==> src/lap_pkg.sv <==
`timescale 1ns / 1ps

package lap_pkg;

  localparam int MAX_WIDTH_DEF = 1024;

  localparam int CH_W   = 8;
  localparam int PIX_W  = 3 * CH_W;
  localparam int PAIR_W = 2 * PIX_W;
  localparam int WIN_N  = 9;

  localparam int GAIN_W   = 6;
  localparam int IWIDTH_W = 11;
  localparam int HEIGHT_W = 16;
  localparam int OCOL_W   = 10;

  // kernel sum spans -2040..2040, product with gain spans about +-128k
  localparam int SUM_W  = 12;
  localparam int PROD_W = SUM_W + GAIN_W + 1;

  localparam int ADDR_W = 4;
  localparam int DATA_W = 32;

  localparam logic                MODE_RST   = 1'b1;
  localparam logic [GAIN_W-1:0]   GAIN_RST   = 6'd1;
  localparam logic [IWIDTH_W-1:0] WIDTH_RST  = 11'd1024;
  localparam logic [HEIGHT_W-1:0] HEIGHT_RST = 16'd768;

  typedef enum logic [1:0] {
    REG_MODE   = 2'd0,
    REG_GAIN   = 2'd1,
    REG_WIDTH  = 2'd2,
    REG_HEIGHT = 2'd3
  } reg_idx_e;

  typedef struct packed {
    logic ld_sum;
    logic ld_prod;
  } lane_ctl_t;

endpackage

==> src/lap_lane.sv <==
`timescale 1ns / 1ps

module lap_lane (
  input  logic                        clk_i,
  input  lap_pkg::lane_ctl_t          ctl_i,
  input  logic                        mode_i,
  input  logic [lap_pkg::GAIN_W-1:0]  gain_i,
  input  logic [lap_pkg::CH_W-1:0]    win_i [lap_pkg::WIN_N],
  output logic [lap_pkg::CH_W-1:0]    result_o
);

  logic [9:0]                          sides;
  logic [9:0]                          corners;
  logic signed [lap_pkg::SUM_W-1:0]    sum_d;
  logic signed [lap_pkg::SUM_W-1:0]    sum_q;
  logic signed [lap_pkg::PROD_W-1:0]   prod_d;
  logic signed [lap_pkg::PROD_W-1:0]   prod_q;

  always_comb begin
    sides   = 10'(win_i[1]) + 10'(win_i[3]) + 10'(win_i[5]) + 10'(win_i[7]);
    corners = 10'(win_i[0]) + 10'(win_i[2]) + 10'(win_i[6]) + 10'(win_i[8]);
    if (mode_i) begin
      sum_d = $signed({1'b0, win_i[4], 3'b000}) - $signed({2'b00, sides})
              - $signed({2'b00, corners});
    end else begin
      sum_d = $signed({2'b00, win_i[4], 2'b00}) - $signed({2'b00, sides});
    end
  end

  assign prod_d = lap_pkg::PROD_W'(sum_q) * lap_pkg::PROD_W'($signed({1'b0, gain_i}));

  always_ff @(posedge clk_i) begin
    if (ctl_i.ld_sum) begin
      sum_q <= sum_d;
    end
    if (ctl_i.ld_prod) begin
      prod_q <= prod_d;
    end
  end

  // clamp to 0..255
  always_comb begin
    priority if (prod_q[lap_pkg::PROD_W-1]) begin
      result_o = '0;
    end else if (prod_q > $signed(lap_pkg::PROD_W'(255))) begin
      result_o = '1;
    end else begin
      result_o = prod_q[lap_pkg::CH_W-1:0];
    end
  end

endmodule

==> config.mk <==
export PLATFORM = sky130hd
export DESIGN_NAME = lap_lane
export DESIGN_NICKNAME = d
export VERILOG_FILES = /design/src/lap_pkg.sv /design/src/lap_lane.sv
export SDC_FILE = /design/constraint.sdc
export NUM_CORES = 1
export LEC_CHECK = 0
export ABC_AREA = 1
export BUFFER_PORTS_ARGS = -buffer_cell sky130_fd_sc_hd__buf_2
export CORE_MARGIN = 2
export CORE_UTILIZATION = 55
export DETAILED_ROUTE_END_ITERATION = 8
export GPL_TIMING_DRIVEN = 0
export PLACE_DENSITY = 0.77
export REMOVE_ABC_BUFFERS = 1
export SLEW_MARGIN = 20
export SYNTH_ARGS = -nofsm -noshare
export SYNTH_HDL_FRONTEND = slang
export SYNTH_SLANG_ARGS = --single-unit
==> constraint.sdc <==
create_clock -name clk_i -period 14 [get_ports clk_i]
set_input_delay 2.1 -clock clk_i [delete_from_list [all_inputs] [get_ports clk_i]]
set_output_delay 2.1 -clock clk_i [all_outputs]
set_load 0.03 [all_outputs]
## Word-level counts from Yosys, hierarchy flattened

Cells that the tools add are included.

| storage, ports and cells | value |
|---|---|
| register bits after elaboration | 31 |
| word-level logic and storage cells | 16 |
| output and inout port bits | 8 |

| operators by class | value |
|---|---|
| $add $sub $neg | 9 |
| order comparisons | 1 |
| mux-type cells | 3 |
| $mul | 1 |

Operators by type and width:

| operator | number |
|---|---|
| $add 10x8->10 | 2 |
| $add 9x8->10 | 2 |
| $gt 19x9->1 const B | 1 |
| $mul 12x7->19 | 1 |
| $add 8x8->9 | 2 |
| $mux 8 | 2 |
| $mux 12 | 1 |
| $sub 11x10->12 | 1 |
| $sub 12x11->12 | 1 |
| $sub 10x10->11 | 1 |

## Logic depth before layout (Yosys ltp)

Gate-level depths: netlist (run 1).

| depth | value |
|---|---|
| depth after elaboration | 6 |
| mapped depth | 24 |
| mapped depth without buffers | 24 |

## Worst setup path before layout (run 1)

OpenSTA, ideal clock, no wires.

| timing path | value |
|---|---|
| path type | input -> register |
| start point | input port win_i[9] (netlist name) |
| end point | register sum_q[10] (netlist name) (data pin) |
| stages on the path | 24 |
| path slack | 7761 ps |
| arrival time | 5983 ps |
| required time | 13744 ps |
| library setup time | 256 ps |
| path through | inv_1 fa_1 inv_1 fa_1 ha_1 fa_1 nand3_1 nand2_1 a21oi_1 o21bai_1 nand2_1 nand2_1 a21oi_1 inv_1 fa_1 inv_1 ha_1 nand2_1 nor3_1 nand3_1 o2111ai_1 a21oi_1 o21ai_0 nand2_1 |

| between the ends | value |
|---|---|
| word-level cells in the longest chain between the ends | 4 |

RTL lines:

| element | RTL line | source |
|---|---|---|
| start: declaration | lap_lane.sv:8 | `input logic [lap_pkg::CH_W-1:0] win_i [lap_pkg::WIN_N],` |
| $add 10x8->10 * | lap_lane.sv:20 | `sides = 10'(win_i[1]) + 10'(win_i[3]) + 10'(win_i[5]) + 10'(win_i[7]);` |
| $sub 11x10->12 | lap_lane.sv:23 | `sum_d = $signed({1'b0, win_i[4], 3'b000}) - $signed({2'b00, sides})` |
| $sub 12x11->12 | lap_lane.sv:24 | `- $signed({2'b00, corners});` |
| $mux 12 * | lap_lane.sv:22 | `if (mode_i) begin` |
| named net sum_d (one bit) | lap_lane.sv:14 | `logic signed [lap_pkg::SUM_W-1:0] sum_d;` |
| end signal: assignment | lap_lane.sv:34 | `sum_q <= sum_d;` |
| end: declaration | lap_lane.sv:15 | `logic signed [lap_pkg::SUM_W-1:0] sum_q;` |

The timed path passes the listed nets; every way through them passes the cells marked *.
A chain may end at the register's enable or synchronous reset.

## Worst setup path in the final report (run 1)

Same ends and word-level chain as after synthesis.

==> results of run 1 <==
area by class of cell:
type	instances	area (um^2)
multi-input combinational	508	4490
tap	143	179
clock buffer	7	133
clock inverter	1	5.00
inverter	253	950
sequential	31	931
fill	1009	4280
timing repair buffer	89	445
stage by stage:
step | utilization, % | hold WS [ns]
final | 62.5 | 0.772
after global routing | 62.5 | 0.796
after CTS | 62.5 | 0.763
after detailed placement | 61.3 | 0.749
after global placement | 61.3 | 0.710
after floorplan | - | 0.588
Yosys cell counts, drive strengths merged:
cell type  instances
nor3               4
nand3             23
clkbuf             8
a21o               2
o21bai             5
nand4              2
fa                90
nor4               2
a21oi             42
a31oi              3
o31ai              1
xor2              19
inv              253
a21boi             2
o2111ai            2
o22ai              1
nand2            165
xnor2              9
a31o               1
nor2              18
edfxtp            31
o21ai             36
and2               1
ha                78
o21a               2
logic make-up (layout without fill, tap and decap cells):
group	count (synthesis)	in the layout	share of synthesized area [%]
compound gates	97	97	8.70
xor+xnor	28	28	3.82
fa+ha+maj	168	168	43.3
buf+inv	261	350	15.4
flops	31	31	14.5
simple gates	215	215	14.2
metal layers:
layer / part of all wire [%] / vias to the layer above
li1: - / 2578
met1: 41 / 2311
met2: 54 / 102
met3: 3.8 / 15
met4: 1.2 / 0
met5: 0 / -
worst reg2reg max path: cells and delay by family (launching register included):
kind	cells	cell delay (ns)
adder cells (fa/ha/maj)	5	2.41
AO/OA/AOI/OAI	4	0.57
AND/OR/NAND/NOR	6	0.48
buffers and inverters	3	0.17
flip-flops	1	0.51
sequential cells by signal (all words and copies together), names as in the netlist:
register and count:
prod_q 19, sum_q 12
worst max path at each step:
stage | from | to | slack (ns)
6_report | win_i[9] | sum_q[10] | 7.43
5_1_grt | win_i[9] | sum_q[10] | 7.18
4_1_cts | win_i[9] | sum_q[10] | 7.40
3_5_place_dp | win_i[9] | sum_q[10] | 7.13
3_3_place_gp | win_i[9] | sum_q[10] | 7.18
2_1_floorplan | win_i[9] | sum_q[10] | 7.75
==> qor.log, run 1 <==
[synth] Syn Area/Cell 8.02 um^2
[critical_path] CP peak stage delay 0.54 ns
[critical_path] count of cells along the worst register-to-register path 18
[floorplan] number of core rows 39
[timing] Worst Skew 0.00382 ns
[timing] pin slew with the least headroom to its limit 0.437 ns
[critical_path] largest fanout on the critical path 5
[cells_and_area] final net count 1138
[clocking] clk sink count 31
[routing] routed length per placed instance 11.7 um
[critical_path] path type of the worst setup path input port to register
[routing] via count 5006
[clocking] number of levels in the clock H-tree 2
[critical_path] kind of start point of the critical path input port
[clocking] post-CTS setup buffer count 0
[critical_path] buffers plus inverters on the worst setup path 5
[timing] final setup violation count 0
[routing] post-DR vias/cell 4.85
[timing] fraction of the cycle the final worst path needs 46.9%
[global_route] number of antenna violations at the first check in global routing 0
[clocking] total clock buffers created by CTS 5
[floorplan] total I/O pin count 90
[timing] Fin Setup TNS 0 ns
[floorplan] Die W 112 um
[timing] RSZ-0062 raised after global routing no
[clocking] CTS tree done
[cells_and_area] proportion of layout cells with a drive suffix above 1 13.2%
[critical_path] crit end category register
[routing] DRC violation count after routing 0
[critical_path] slowest stage cell, crit path sky130_fd_sc_hd__fa_1
[routing] DRC violation total after the first TritonRoute iteration 203
[synth] Gate Count Post-Synth 800
[critical_path] required time at the worst-slack endpoint 14.03 ns
[hold_path] worst hold path endpoint prod_q[0]
[floorplan] Initial Utilization 56.2%
[placement] PortBufs 89
[global_route] grt ovf 0
[critical_path] endpoint of the worst register-to-register path prod_q[17]
[timing] slack of the critical path 7.43 ns
[routing] Pre-antenna DRT Iters 5
[global_route] Top Usage Layer GRT met2
[synth] fraction of the yosys area taken by sequential cells 14.5%
[clocking] CTS root buf sky130_fd_sc_hd__clkbuf_16
[synth] share of the synthesized area in the top cell type 28.1%
[global_route] wire length of the first global-routing pass 22000 um
[routing] number of nets with antenna violations after detailed routing 0
[floorplan] Die Y-Extent 112 um
[critical_path] Crit. path cell count 25
[clocking] Worst-path clk slew 0.05 ns
[synth] largest cells by area after synthesis sky130_fd_sc_hd__fa_1, sky130_fd_sc_hd__ha_1, sky130_fd_sc_hd__inv_1
[routing] Routed Wire Length 12100 um
[synth] Yosys warning count 0
[clocking] worst-skew pair later-pin latency 0.27 ns
[global_route] maximum number of pins on one net before global-route repair 20
[synth] combined area of all synthesized cells 6410 um^2
[placement] post-placement setup slack 7.13 ns
[critical_path] crit path DAT 6.59 ns
[global_route] global-route track usage on met1 24.2%
[timing] headroom to the max-slew limit 70.8%
[hold_path] Hold Crit Depth 2
[hold_path] Tightest Hold Check Type register to register
[global_route] via count of the first global-routing pass 5197
[placement] global placer's final weighted congestion 0.836
[critical_path] source of the worst register-to-register timing path sum_q[3]
[synth] flop and latch count out of synthesis 31
[run_status] result of the run finished clean
[critical_path] most frequent cell on the critical path sky130_fd_sc_hd__nand2_1
[placement] dpl cell area 7000 um^2
[floorplan] Die Area 12500 um^2
[cells_and_area] most used cells in the layout excluding fill and tap cells sky130_fd_sc_hd__inv_1, sky130_fd_sc_hd__nand2_1, sky130_fd_sc_hd__fa_1, sky130_fd_sc_hd__buf_2, sky130_fd_sc_hd__ha_1
[synth] distinct cell type count after synthesis 35
[timing] final number of hold-violating endpoints 0
[cells_and_area] Antenna Cells 0
[clocking] maximum count of clock buffers along a single path 2
[clocking] post-cts gate resize count 0
[run] reported max-cap violation count 0
[cells_and_area] most common library cell in the layout ignoring fill and taps sky130_fd_sc_hd__inv_1
[floorplan] standard cell core area 11400 um^2
[global_route] met2 routing resource usage after global routing 42.2%
[clocking] # hold bufs at CTS 0
[global_route] total routing usage reported by global routing 21.2%
[critical_path] setup slack of the most critical reg-to-reg path 9.64 ns
[timing] count of pins over their slew limit 0
[critical_path] cell type group with the largest total delay on the critical path adder cells
[cells_and_area] synthesis-to-finish area growth 11.3%
[cells_and_area] final design instance area without fill 7140 um^2
[placement] number of cells in the design after placement 1024
[placement] HPWL after detailed placement 10700 um
[timing] maximum clock frequency 152 MHz
[synth] cell accounting for the most synthesized area sky130_fd_sc_hd__fa_1
[global_route] global-route track usage on met3 2.78%
[cells_and_area] final standard cell count with taps included and fillers excluded 1032
[hold_path] Min-Delay Startpoint sum_q[0]
[timing] Final Critical Period 6.57 ns
Power of run 1 is not shown: default switching activity piles up to over one toggle a cycle in this logic, so the estimate is an artifact.
==> run 2, diff against run 1 <==
--- a/config.mk
+++ b/config.mk
@@ -8,10 +8,10 @@
 export ABC_AREA = 1
 export BUFFER_PORTS_ARGS = -buffer_cell sky130_fd_sc_hd__buf_2
 export CORE_MARGIN = 2
-export CORE_UTILIZATION = 55
+export CORE_UTILIZATION = 54
 export DETAILED_ROUTE_END_ITERATION = 8
 export GPL_TIMING_DRIVEN = 0
-export PLACE_DENSITY = 0.77
+export PLACE_DENSITY = 0.79
 export REMOVE_ABC_BUFFERS = 1
 export SLEW_MARGIN = 20
 export SYNTH_ARGS = -nofsm -noshare
==> constraint.sdc (replaced) <==
create_clock -name clk_i -period 6 [get_ports clk_i]
set_input_delay 0.9 -clock clk_i [delete_from_list [all_inputs] [get_ports clk_i]]
set_output_delay 0.9 -clock clk_i [all_outputs]
set_load 0.03 [all_outputs]
==> run 2 against run 1 <==
Compared with the run above: core utilization is 0.56 points lower; sequential share of layout area hardly changed; worst setup slack worse by 6.7 ns; non-clock buffer count stayed put; highest routed layer unchanged; hold slack worse by 0.088 ns; via count is 0.34% lower; the run now ends with design-rule violations left; clock skew is 0.0025 ns higher; largest cell class unchanged; register-to-register slack worse by 8.0 ns; sequential cell count stayed put; cell area hardly changed; final cell count hardly changed.
==> qor.log, run 2 (same netlist as run 1, synthesis figures left out) <==
[routing] post-DR vias/cell 4.84
[clocking] # hold bufs at CTS 0
[timing] count of pins over their slew limit 0
[critical_path] most frequent cell on the critical path sky130_fd_sc_hd__nand2_1
[critical_path] slowest stage cell, crit path sky130_fd_sc_hd__fa_1
[global_route] via count of the first global-routing pass 5193
[clocking] total clock buffers created by CTS 5
[routing] routed length per placed instance 11.6 um
[clocking] post-cts gate resize count 0
[timing] maximum clock frequency 189 MHz
[floorplan] Die Y-Extent 113 um
[timing] fraction of the cycle the final worst path needs 88.4%
[floorplan] Die W 113 um
[routing] number of nets with antenna violations after detailed routing 0
[clocking] post-CTS setup buffer count 0
[routing] Routed Wire Length 11900 um
[run] reported max-cap violation count 0
[cells_and_area] registers with the most flip-flops prod_q (19), sum_q (12)
[cells_and_area] most used cells in the layout excluding fill and tap cells sky130_fd_sc_hd__inv_1, sky130_fd_sc_hd__nand2_1, sky130_fd_sc_hd__fa_1, sky130_fd_sc_hd__buf_2, sky130_fd_sc_hd__ha_1
[critical_path] kind of start point of the critical path input port
[critical_path] crit path DAT 5.33 ns
[timing] headroom to the max-slew limit 70.7%
[floorplan] number of core rows 39
[timing] Fin Setup TNS 0 ns
[timing] Worst Skew 0.00629 ns
[routing] Pre-antenna DRT Iters 6
[timing] pin slew with the least headroom to its limit 0.439 ns
[cells_and_area] Antenna Cells 0
[routing] DRC violation count after routing 4
[critical_path] CP peak stage delay 0.53 ns
[hold_path] Tightest Hold Check Type register to register
[timing] final number of hold-violating endpoints 0
[global_route] number of antenna violations at the first check in global routing 0
[critical_path] cell type group with the largest total delay on the critical path adder cells
[critical_path] count of cells along the worst register-to-register path 18
[cells_and_area] final net count 1138
[cells_and_area] synthesis-to-finish area growth 11.2%
[clocking] CTS tree done
[hold_path] Hold Crit Depth 2
[clocking] number of levels in the clock H-tree 2
[global_route] grt ovf 0
[cells_and_area] proportion of layout cells with a drive suffix above 1 13.2%
[clocking] clk sink count 31
[clocking] CTS root buf sky130_fd_sc_hd__clkbuf_16
[global_route] wire length of the first global-routing pass 21700 um
[routing] DRC violation total after the first TritonRoute iteration 171
[cells_and_area] register with the highest flop count prod_q
[timing] final setup violation count 0
[cells_and_area] max reg flops 19
[global_route] total routing usage reported by global routing 20.4%
[critical_path] path type of the worst setup path input port to register
[critical_path] Crit. path cell count 25
[floorplan] Initial Utilization 55.7%
[clocking] maximum count of clock buffers along a single path 2
[run_status] failing checks design-rule violations
[critical_path] crit end category register
[placement] PortBufs 89
[run_status] result of the run complete, but fails checks
[placement] global placer's final weighted congestion 0.852
[timing] Final Critical Period 5.30 ns
[cells_and_area] most common library cell in the layout ignoring fill and taps sky130_fd_sc_hd__inv_1
[placement] HPWL after detailed placement 10500 um
[global_route] maximum number of pins on one net before global-route repair 20
[clocking] Worst-path clk slew 0.05 ns
[floorplan] Die Area 12800 um^2
[floorplan] standard cell core area 11500 um^2
[critical_path] largest fanout on the critical path 5
[timing] RSZ-0062 raised after global routing no
[clocking] worst-skew pair later-pin latency 0.28 ns
[routing] via count 4989
[floorplan] total I/O pin count 90
[critical_path] required time at the worst-slack endpoint 6.03 ns
[critical_path] buffers plus inverters on the worst setup path 5
[run 2: cell types whose count changed in the layout (fill, tap and decap cells not counted), sizes merged]
cell / before / now
clkinv: 1 / 2
clkbuf: 7 / 5
[run 2: worst paths after layout]
| kind | slack, ns | from | end |
|---|---|---|---|
| setup reg to reg | 1.64 | sum_q[3] | prod_q[15] |
| setup / recovery | 0.70 | win_i[9] | sum_q[10] |
| hold / removal | 0.68 | sum_q[0] | prod_q[0] |
| hold reg to reg | 0.68 | sum_q[0] | prod_q[0] |
[run 2: worst register-to-register path, cell delays in order (launching register included)]
cell and delay, ns:
sky130_fd_sc_hd__edfxtp_1 0.47, sky130_fd_sc_hd__nand2_1 0.11, sky130_fd_sc_hd__inv_1 0.06, sky130_fd_sc_hd__fa_1 0.53, sky130_fd_sc_hd__inv_1 0.05, sky130_fd_sc_hd__fa_1 0.47
sky130_fd_sc_hd__fa_1 0.56, sky130_fd_sc_hd__inv_1 0.07, sky130_fd_sc_hd__fa_1 0.48, sky130_fd_sc_hd__ha_1 0.38, sky130_fd_sc_hd__a21oi_1 0.17, sky130_fd_sc_hd__o21a_1 0.14
sky130_fd_sc_hd__nand2_1 0.10, sky130_fd_sc_hd__a21boi_2 0.19, sky130_fd_sc_hd__o21ai_2 0.09, sky130_fd_sc_hd__nand2_1 0.09, sky130_fd_sc_hd__nand2_1 0.05, sky130_fd_sc_hd__nand2_1 0.06
sky130_fd_sc_hd__nand2_1 0.05
[run 2: area by class of cell]
type                       count  area (um^2)
tap                          143          179
clock buffer                   5          125
inverter                     253          950
multi-input combinational    508         4490
fill                        1013         4380
sequential                    31          931
clock inverter                 2         8.76
timing repair buffer          89          445
[run 2: metrics by stage]
| step | util (%) | setup WS (ns) | hold slack (ns) | cells | area [um^2] |
|---|---|---|---|---|---|
| after floorplan | - | 0.955 | 0.588 | 792 | 6370 |
| after global placement | 60.8 | 0.430 | 0.673 | 1024 | 7000 |
| after detailed placement | 60.8 | 0.384 | 0.662 | 1024 | 7000 |
| after CTS | 61.9 | 0.658 | 0.680 | 1031 | 7130 |
| after global routing | 61.9 | 0.325 | 0.758 | 1031 | 7130 |
| final | 61.9 | 0.699 | 0.684 | 1031 | 7130 |
[run 2: routing by layer]
| metal | track usage, % | up-vias | part of all wire (%) |
|---|---|---|---|
| li1 | - | 2579 | - |
| met2 | 41.3 | 106 | 54 |
| met4 | 2.93 | 0 | 0.88 |
| met1 | 22.9 | 2291 | 41 |
| met5 | 0 | - | 0 |
| met3 | 2.95 | 13 | 4.5 |
Power of run 2 is left out for the same reason.
==> run 3, diff against run 2 <==
--- a/config.mk
+++ b/config.mk
@@ -5,7 +5,7 @@
 export SDC_FILE = /design/constraint.sdc
 export NUM_CORES = 1
 export LEC_CHECK = 0
-export ABC_AREA = 1
+export ABC_AREA = 0
 export BUFFER_PORTS_ARGS = -buffer_cell sky130_fd_sc_hd__buf_2
 export CORE_MARGIN = 2
 export CORE_UTILIZATION = 54
==> run 3 against run 2 <==
Compared with the run above: the flow now finishes without violations; critical path depth down 4; hold slack better by 0.022 ns; non-clock buffer count unchanged; synthesized area is 0.37% lower; register-to-register slack worse by 0.42 ns; first-iteration DRC count decreased by 26%; final cell count shrank 9.5%; count of clock-buffer cells in the layout stayed put; sequential share of layout area is essentially flat.
==> qor.log, run 3 <==
[timing] Worst Skew 0.00747 ns
[clocking] number of levels in the clock H-tree 2
[run] reported max-cap violation count 0
[timing] pin slew with the least headroom to its limit 0.612 ns
[clocking] # hold bufs at CTS 0
[global_route] via count of the first global-routing pass 4973
[synth] flop and latch count out of synthesis 31
[routing] DRC violation count after routing 0
[critical_path] Critical Path, Cell by Cell buf_2 -> inv_1 -> fa_1 -> inv_1 -> fa_1 -> ha_1 -> fa_1 -> a21o_1 -> a21oi_1 -> o21bai_1 -> a21oi_1 -> xor2_1 -> inv_1 -> fa_1 -> inv_1 -> ha_1 -> or2_2 -> or4_1 -> a21oi_1 -> nand3b_1 -> nand4_1
[hold_path] Tightest Hold Check Type register to register
[timing] slack of the critical path 0.309 ns
[synth] combined area of all synthesized cells 6390 um^2
[timing] headroom to the max-slew limit 58.8%
[critical_path] kind of start point of the critical path input port
[critical_path] crit end category register
[synth] Most used DFF post-synth sky130_fd_sc_hd__edfxtp_1
[cells_and_area] synthesis-to-finish area growth 11.3%
[clocking] post-cts gate resize count 0
[timing] Final Critical Period 5.69 ns
[routing] Pre-antenna DRT Iters 4
[floorplan] standard cell core area 11500 um^2
[cells_and_area] most common library cell in the layout ignoring fill and taps sky130_fd_sc_hd__inv_1
[synth] Gate Count Post-Synth 704
[synth] Async S/R FF share, synth 0%
[synth] Syn Area/Cell 9.08 um^2
[run_status] result of the run finished clean
[synth] Yosys warning count 0
[critical_path] path type of the worst setup path input port to register
[clocking] Worst-path clk slew 0.05 ns
[clocking] worst-skew pair later-pin latency 0.28 ns
[clocking] CTS root buf sky130_fd_sc_hd__clkbuf_16
[clocking] post-CTS setup buffer count 0
[clocking] clk sink count 31
[timing] Fin Setup TNS 0 ns
[timing] final number of hold-violating endpoints 0
[synth] share of the synthesized area in the top cell type 28.2%
[critical_path] slowest stage cell, crit path sky130_fd_sc_hd__fa_1
[placement] dpl cell area 6980 um^2
[floorplan] Initial Utilization 55.7%
[timing] fraction of the cycle the final worst path needs 94.8%
[clocking] CTS tree done
[routing] via count 4838
[global_route] number of antenna violations at the first check in global routing 0
[timing] final setup violation count 0
[clocking] maximum count of clock buffers along a single path 2
[timing] maximum clock frequency 176 MHz
[synth] fraction of the yosys area taken by sequential cells 14.6%
[routing] Routed Wire Length 12000 um
[placement] HPWL after detailed placement 10700 um
[synth] top cells by count, synth sky130_fd_sc_hd__inv_1, sky130_fd_sc_hd__fa_1, sky130_fd_sc_hd__ha_1
[critical_path] largest fanout on the critical path 4
[timing] RSZ-0062 raised after global routing no
[global_route] wire length of the first global-routing pass 21000 um
[clocking] total clock buffers created by CTS 5
[timing] count of pins over their slew limit 0
[cells_and_area] proportion of layout cells with a drive suffix above 1 13.5%
[routing] post-DR vias/cell 5.19
[cells_and_area] register with the highest flop count prod_q
[cells_and_area] registers with the most flip-flops prod_q (19), sum_q (12)
[cells_and_area] max reg flops 19
[synth] distinct cell type count after synthesis 55
[global_route] grt ovf 0
[synth] cell accounting for the most synthesized area sky130_fd_sc_hd__fa_1
[cells_and_area] final design instance area without fill 7110 um^2
[critical_path] crit path DAT 5.69 ns
[cells_and_area] most used cells in the layout excluding fill and tap cells sky130_fd_sc_hd__inv_1, sky130_fd_sc_hd__fa_1, sky130_fd_sc_hd__buf_2, sky130_fd_sc_hd__ha_1, sky130_fd_sc_hd__and2_1
[floorplan] total I/O pin count 90
[floorplan] Die Y-Extent 113 um
[critical_path] required time at the worst-slack endpoint 6.00 ns
[synth] largest cells by area after synthesis sky130_fd_sc_hd__fa_1, sky130_fd_sc_hd__ha_1, sky130_fd_sc_hd__edfxtp_1
[routing] DRC violation total after the first TritonRoute iteration 127
[routing] number of nets with antenna violations after detailed routing 0
[placement] global placer's final weighted congestion 0.854
[synth] top-count cell post-synth sky130_fd_sc_hd__inv_1
[critical_path] CP peak stage delay 0.53 ns
[floorplan] Die Area 12700 um^2
[synth] count of flip-flops with a built-in enable after synthesis 31
[global_route] maximum number of pins on one net before global-route repair 23
[floorplan] number of core rows 39
[floorplan] Die W 113 um
[global_route] total routing usage reported by global routing 19.9%
[cells_and_area] final net count 1040
[placement] post-placement setup slack 0.00781 ns
[cells_and_area] Antenna Cells 0
[placement] PortBufs 89
[routing] routed length per placed instance 12.9 um
==> run 3: cell types whose count changed after synthesis, moves of 5 or more <==
cell / before / now
sky130_fd_sc_hd__nand2b_1: 0 / 6
sky130_fd_sc_hd__nor2_1: 17 / 24
sky130_fd_sc_hd__nand3_1: 20 / 8
sky130_fd_sc_hd__nand2_1: 157 / 44
sky130_fd_sc_hd__a21o_1: 2 / 10
sky130_fd_sc_hd__xor2_1: 19 / 12
sky130_fd_sc_hd__a211oi_1: 0 / 7
sky130_fd_sc_hd__and2_1: 1 / 46
sky130_fd_sc_hd__inv_1: 252 / 176
sky130_fd_sc_hd__xnor2_1: 9 / 28
sky130_fd_sc_hd__nand2_2: 5 / 0
==> run 3: logic make-up (layout without fill, tap and decap cells) <==
family                     after synthesis  in the layout  share of synthesized area [%]
AOI/OAI and AO/OA                      119            119                           12.1
muxes                                    3              3                          0.490
buffers and inverters                  186            272                           10.9
DFF                                     31             31                           14.6
xor gates and xnor gates                40             40                           5.48
adders and majority gates              169            169                           43.6
and+or+nand+nor                        156            156                           12.8
==> run 3: worst max-delay path: cells and delay by family <==
family | cells | cell delay, ns
fa+ha+maj | 6 | 2.37
compound gates | 5 | 0.84
simple gates | 4 | 1.01
buf+inv | 5 | 0.31
xor+xnor | 1 | 0.26
==> run 3: routing by layer <==
| layer | track usage [%] | part of all wire [%] | wire, um | vias up |
|---|---|---|---|---|
| met5 | 0 | 0 | 0 | - |
| met4 | 6.75 | 2.9 | 344 | 0 |
| met3 | 2.46 | 3.0 | 361 | 27 |
| met2 | 37.9 | 53 | 6370 | 108 |
| met1 | 23.0 | 41 | 4930 | 2278 |
| li1 | - | - | - | 2425 |
==> run 3: metrics by stage <==
stage | cells | utilization (%) | hold slack (ns)
2_1_floorplan | 694 | - | 0.590
3_3_place_gp | 926 | 60.8 | 0.656
3_5_place_dp | 926 | 60.8 | 0.664
4_1_cts | 933 | 62.0 | 0.681
5_1_grt | 933 | 62.0 | 0.754
6_report | 933 | 62.0 | 0.706
==> run 3: cell type report <==
class	instances	area (um^2)
repair buffers	89	445
clock inverters	2	8.76
inverters	176	661
multi-input cells	487	4760
clock buffers	5	125
well taps	143	179
flip-flops and latches	31	931
fillers	951	4360
==> run 3: final timing paths <==
| check | startpoint | end | slack, ns | depth (start not counted) |
|---|---|---|---|---|
| worst min register to register | sum_q[0] | prod_q[0] | 0.71 | 1 |
| worst min-delay path | sum_q[0] | prod_q[0] | 0.71 | 1 |
| worst max-delay path | win_i[9] | sum_q[9] | 0.31 | 21 |
| worst max register to register | sum_q[11] | prod_q[17] | 1.22 | 14 |
Power of run 3 is left out for the same reason.
